### src/rtl/rtc_pkg.sv
`timescale 1ns / 1ps
// ----------------------------------------------------------------------------
// rtc_pkg: shared types and constants for the timestamp checker
// Character class word passed from the front classifier to the back parser,
// length limits of the timestamp format, and default queue depths.
// ----------------------------------------------------------------------------
package rtc_pkg;

  localparam int unsigned CHAR_W    = 8;
  localparam int unsigned POS_W     = 6;
  localparam int unsigned ZONE_W    = 3;

  localparam int unsigned MIN_LEN   = 20;
  localparam int unsigned LEN_LIMIT = 32;
  localparam int unsigned FIXED_LEN = 19;
  localparam int unsigned ZONE_DONE = 6;
  localparam int unsigned ZONE_COLON = 3;

  localparam int unsigned TOK_DEPTH_DEF = 4;
  localparam int unsigned RES_DEPTH_DEF = 2;

  // One classified character. At most one class bit is set, except that
  // '-' is both a dash and a sign.
  typedef struct packed {
    logic digit;
    logic dash;
    logic tee;
    logic colon;
    logic dot;
    logic zulu;
    logic sign;
    logic last;
  } tok_t;

endpackage

### src/rtl/rtc_back.sv
`timescale 1ns / 1ps
// ----------------------------------------------------------------------------
// rtc_back: timestamp parser
// Walks the classified characters through the format phases and produces
// one verdict per string, on its last character.
// ----------------------------------------------------------------------------
module rtc_back (
  input  logic          clk,
  input  logic          rst_n,
  input  rtc_pkg::tok_t tok,
  input  logic          tok_avail,
  output logic          tok_take,
  input  logic          res_room,
  output logic          res_push,
  output logic          res_valid
);

  typedef enum logic [2:0] {
    PH_FIXED  = 3'd0,
    PH_DOT    = 3'd1,
    PH_FRAC   = 3'd2,
    PH_ZULU   = 3'd3,
    PH_OFFSET = 3'd4
  } phase_t;

  localparam logic [rtc_pkg::POS_W-1:0] POS_DASH1  = 6'd4;
  localparam logic [rtc_pkg::POS_W-1:0] POS_DASH2  = 6'd7;
  localparam logic [rtc_pkg::POS_W-1:0] POS_TEE    = 6'd10;
  localparam logic [rtc_pkg::POS_W-1:0] POS_COLON1 = 6'd13;
  localparam logic [rtc_pkg::POS_W-1:0] POS_COLON2 = 6'd16;

  phase_t                        phase_r, phase_nxt;
  logic [rtc_pkg::POS_W-1:0]     pos_r, pos_nxt;
  logic [rtc_pkg::ZONE_W-1:0]    zone_r, zone_nxt;
  logic                          ok_r, ok_nxt;
  logic                          fixed_ok;

  // A string's last character needs room for its verdict.
  assign tok_take = tok_avail && (!tok.last || res_room);
  assign res_push = tok_take && tok.last;

  always_comb begin
    case (pos_r) inside
      POS_DASH1, POS_DASH2:   fixed_ok = tok.dash;
      POS_TEE:                fixed_ok = tok.tee;
      POS_COLON1, POS_COLON2: fixed_ok = tok.colon;
      default:                fixed_ok = tok.digit;
    endcase
  end

  always_comb begin
    phase_nxt = phase_r;
    zone_nxt  = zone_r;
    ok_nxt    = ok_r;
    if (ok_r) begin
      case (phase_r)
        PH_FIXED: begin
          if (pos_r < rtc_pkg::POS_W'(rtc_pkg::FIXED_LEN)) begin
            if (!fixed_ok) ok_nxt = 1'b0;
          end else if (tok.dot) begin
            phase_nxt = PH_DOT;
          end else if (tok.zulu) begin
            phase_nxt = PH_ZULU;
          end else if (tok.sign) begin
            phase_nxt = PH_OFFSET;
            zone_nxt  = rtc_pkg::ZONE_W'(1);
          end else begin
            ok_nxt = 1'b0;
          end
        end
        PH_DOT: begin
          if (tok.digit) phase_nxt = PH_FRAC;
          else ok_nxt = 1'b0;
        end
        PH_FRAC: begin
          if (!tok.digit) begin
            if (tok.zulu) begin
              phase_nxt = PH_ZULU;
            end else if (tok.sign) begin
              phase_nxt = PH_OFFSET;
              zone_nxt  = rtc_pkg::ZONE_W'(1);
            end else begin
              ok_nxt = 1'b0;
            end
          end
        end
        PH_OFFSET: begin
          if (zone_r >= rtc_pkg::ZONE_W'(rtc_pkg::ZONE_DONE)) begin
            ok_nxt = 1'b0;
          end else if ((zone_r == rtc_pkg::ZONE_W'(rtc_pkg::ZONE_COLON)) ?
                       tok.colon : tok.digit) begin
            zone_nxt = zone_r + 1'b1;
          end else begin
            ok_nxt = 1'b0;
          end
        end
        default: ok_nxt = 1'b0;   // nothing may follow 'Z'
      endcase
    end
    pos_nxt = (pos_r < rtc_pkg::POS_W'(rtc_pkg::LEN_LIMIT)) ? pos_r + 1'b1 : pos_r;
  end

  assign res_valid = ok_nxt
                  && (pos_nxt >= rtc_pkg::POS_W'(rtc_pkg::MIN_LEN))
                  && (pos_nxt <  rtc_pkg::POS_W'(rtc_pkg::LEN_LIMIT))
                  && ((phase_nxt == PH_ZULU)
                      || ((phase_nxt == PH_OFFSET)
                          && (zone_nxt == rtc_pkg::ZONE_W'(rtc_pkg::ZONE_DONE))));

  always_ff @(posedge clk) begin
    if (!rst_n) begin
      phase_r <= PH_FIXED;
      pos_r   <= '0;
      zone_r  <= '0;
      ok_r    <= 1'b1;
    end else if (tok_take) begin
      if (tok.last) begin
        phase_r <= PH_FIXED;
        pos_r   <= '0;
        zone_r  <= '0;
        ok_r    <= 1'b1;
      end else begin
        phase_r <= phase_nxt;
        pos_r   <= pos_nxt;
        zone_r  <= zone_nxt;
        ok_r    <= ok_nxt;
      end
    end
  end

endmodule

### config.mk
export PLATFORM = sky130hd
export DESIGN_NAME = rtc_back
export DESIGN_NICKNAME = d
export VERILOG_FILES = /design/src/rtl/rtc_pkg.sv /design/src/rtl/rtc_back.sv
export SDC_FILE = /design/constraint.sdc
export NUM_CORES = 1
export LEC_CHECK = 0
export BUFFER_PORTS_ARGS = -buffer_cell sky130_fd_sc_hd__buf_2
export CORE_MARGIN = 2
export CORE_UTILIZATION = 55
export DETAILED_ROUTE_END_ITERATION = 10
export GPL_TIMING_DRIVEN = 0
export PLACE_DENSITY = 0.77
export SLEW_MARGIN = 20
export SYNTH_ARGS = -nofsm -noshare
export SYNTH_HDL_FRONTEND = slang
export SYNTH_SLANG_ARGS = --single-unit
### constraint.sdc
create_clock -name clk -period 3.5 [get_ports clk]
set_clock_uncertainty 0.05 [all_clocks]
set_input_delay 0.7 -clock clk [delete_from_list [all_inputs] [get_ports clk]]
set_output_delay 0.7 -clock clk [all_outputs]
set_load 0.01 [all_outputs]
==> results_dict.tcl <==
set metrics [dict create \
    drc 0 \
    p_leak_uw 0.0005372 \
    syn-cell-area_um2 1222 \
    synth_area_per_cell_um2 7.409 \
    cts_buffer_depth 2 \
    cts_sinks 13 \
    ys_top_cells_by_area "dfxtp_1 (21%), ha_1 (7.2%), nor2_1 (4.6%)" \
    r2r-end "ok_r$_SDFFE_PN1P_" \
    htreeDepth 1 \
    synth.distinct_cells 46 \
    io_buffers 13 \
    worstMarginPinSlew_ns 0.4776 \
    hold_class "register to register" \
    num_antenna_cells 0 \
    grt_use_total_pct 28.86 \
    via_count 1356 \
    synth_top_family_by_area "compound AO/OA/AOI/OAI gates" \
    reg2reg_depth 9 \
    rsz0062_at_grt "no" \
    core_area_um2 2148 \
    min_path_cells 2 \
    synth_cells 165 \
    async_flop_share_pct 0 \
    synth_seq_cells 13 \
    min_delay_worst_endpoint "zone_r[2]$_SDFFE_PN0P_" \
    r2r_setup_slack_ns 1.11 \
    grt_pass1_vias 1263 \
    synth-main-ff-cell "dfxtp_1" \
    cts_buffers 3 \
    hold_start "zone_r[2]$_SDFFE_PN0P_" \
    timing.final.crit_share_pct 97.07 \
    syn-num-nets 184 \
    synthMuxAreaShare_pct 4.299 \
    layout_common_cells "nor2_1 (15), buf_2 (14), nand2_1 (12)" \
    die_x_um 51.15 \
    synthXorXnorAreaFrac_pct 0 \
    cp.required_ns 2.75 \
    tns_ns 0 \
    wl_per_cell_um 16.19 \
    synth_fa_ha_area_share_pct 7.165 \
    clock_latency_ns 0.28 \
    yosys.area.top_type "dfxtp_1" \
    slew_viol_final 0 \
    maxCapViolations 0 \
    dr.max_layer_used "met4" \
    wl_met1_um 1610 \
    root_buffer "clkbuf_4" \
    dp_hpwl_um 2371 \
    grt_pass1_wl_um 5858 \
    io_pins 15 \
    period_needed_ns 3.398 \
    antenna_found_initial 0 \
    grt_max_degree 11 \
    final_core_util_pct 66.34 \
    setup_viol 0 \
    synth.yosys.seq_area_share_pct 21.29 \
    end_kind "output port" \
    hold_violations 0 \
    synth-edff-count 0 \
    worstSetupPathType "register to output port" \
    rows 17 \
    layout_commonest_cell "nor2_1" \
    rr_startpoint "zone_r[1]$_SDFFE_PN0P_" \
    nets 205 \
    wirelength_um 3448 \
    yosysTopAreaCellShare_pct 21.29 \
    place.gp.congestion 0.9271 \
    synth-simple-area-share_pct 27.94 \
    startpoint_type "register" \
    avgViaCountPerCell 6.366 \
    grt_overflow_total 0 \
    max_freq_mhz 294.3 \
    drt_iter0_drc 102 \
    max_slew_margin_pct 67.71 \
    power_density_nw_per_um2 204.3 \
    max-vdd-ir-drop_mv 0.2026 \
    cts_tree "built" \
    run_status "finished, final reports clean" \
    die_area_um2 2616 \
    clk_pin_slew_ns 0.07 \
    postRouteAntennaNets 0 \
    met3_length_um 221 \
    die_h_um 51.15 \
    synth_warnings 0 \
    dr.pass1.iters 4 \
    critical_path.max_fanout 5 \
    start_util_pct 56.90 \
    area_delta_synth_final_pct 16.58 \
    synth-compound-area-share_pct 32.75 \
    cp.arrival_ns 2.65 \
    wl_met2_um 1584 \
    layout-drive-gt1-share_pct 18.92 \
]
==> layout make-up <==
class | instances | area, um^2
clock buffer | 4 | 26.28
sequential | 13 | 265.3
tap | 28 | 35.03
multi-input combinational | 131 | 930.9
fill | 195 | 723.2
timing repair buffer | 16 | 87.58
buffer | 10 | 38.79
inverter | 11 | 41.29
==> Yosys cell counts (3+ instances only) <==
cell type / n
nor2b_1: 6
a31oi_1: 4
inv_1: 11
dfxtp_1: 13
o221ai_1: 3
nor4_1: 3
clkbuf_1: 9
and2_1: 4
ha_1: 7
nand2_1: 12
o21ai_0: 11
nand2b_1: 5
nor2_1: 15
mux2i_1: 3
a22oi_1: 3
a21oi_1: 11
o211ai_1: 3
nor3_1: 3
==> metal layers <==
metal	track usage (%)	vias to the layer above
met5	0	-
li1	-	659
met2	44.16	56
met1	42.55	637
met3	1.754	4
met4	9.910	0
==> power breakdown <==
group	internal (uW)	total, uW	switching (uW)
logic	17.1	45.6	28.4
clock network	44.3	93.8	49.6
registers	149	152	3.10
total	210	291	81.1
==> critical path, stage by stage (launching register included) <==
cell	delay, ns
dfxtp_1	0.43
inv_1	0.11
ha_4	0.17
mux2i_2	0.16
or3b_4	0.39
or3b_4	0.41
a211o_1	0.27
nor4_2	0.14
o211a_1	0.18
buf_2	0.12
==> kinds of logic (layout without fill, tap and decap cells) <==
group                    after synthesis  in the layout
multiplexers                           5              5
AO/OA/AOI/OAI                         58             58
AND/OR/NAND/NOR                       61             61
adder cells (fa/ha/maj)                7              7
flip-flops                            13             13
buffers and inverters                 21             41
==> flip-flops by register name (all words and copies together) (netlist names) <==
signal,count
ok_r,1
pos_r,6
phase_r,3
zone_r,3
==> through the flow <==
| step | hold WS [ns] | std cells | setup WS (ns) | power [uW] | cell area, um^2 |
|---|---|---|---|---|---|
| finish | 0.4996 | 213 | 0.1025 | 291.1 | 1425 |
| detailed placement | 0.4591 | 206 | 0.01382 | 197.9 | 1323 |
| CTS | 0.4694 | 213 | 0.001178 | 289.9 | 1410 |
| global route | 0.5500 | 213 | 0.01245 | 306.7 | 1425 |
| global placement | 0.4638 | 206 | 0.03337 | 196.2 | 1323 |
| floorplan | 0.4318 | 165 | 0.2684 | 180.4 | 1222 |
==> worst max-delay path by stage <==
stage	from	endpoint	slack, ns
6_report	zone_r[2]$_SDFFE_PN0P_	res_valid	0.10
5_1_grt	zone_r[2]$_SDFFE_PN0P_	res_valid	0.01
4_1_cts	zone_r[0]$_SDFFE_PN0P_	res_valid	0.001
3_5_place_dp	tok[7]	res_valid	0.01
3_3_place_gp	tok[7]	res_valid	0.03
2_1_floorplan	tok[7]	res_valid	0.27
==> repair_timing <==
| action | in CTS | in global routing |
|---|---|---|
| gates resized for setup | 10 | 6 |
| setup endpoints to repair | 1 | 1 |
| hold buffers | 0 | 0 |
| endpoints found under the hold margin | 0 | 0 |
| pin swaps | 7 | 3 |
| setup buffers | 3 | 0 |
Power figures use the tool's default switching activity.
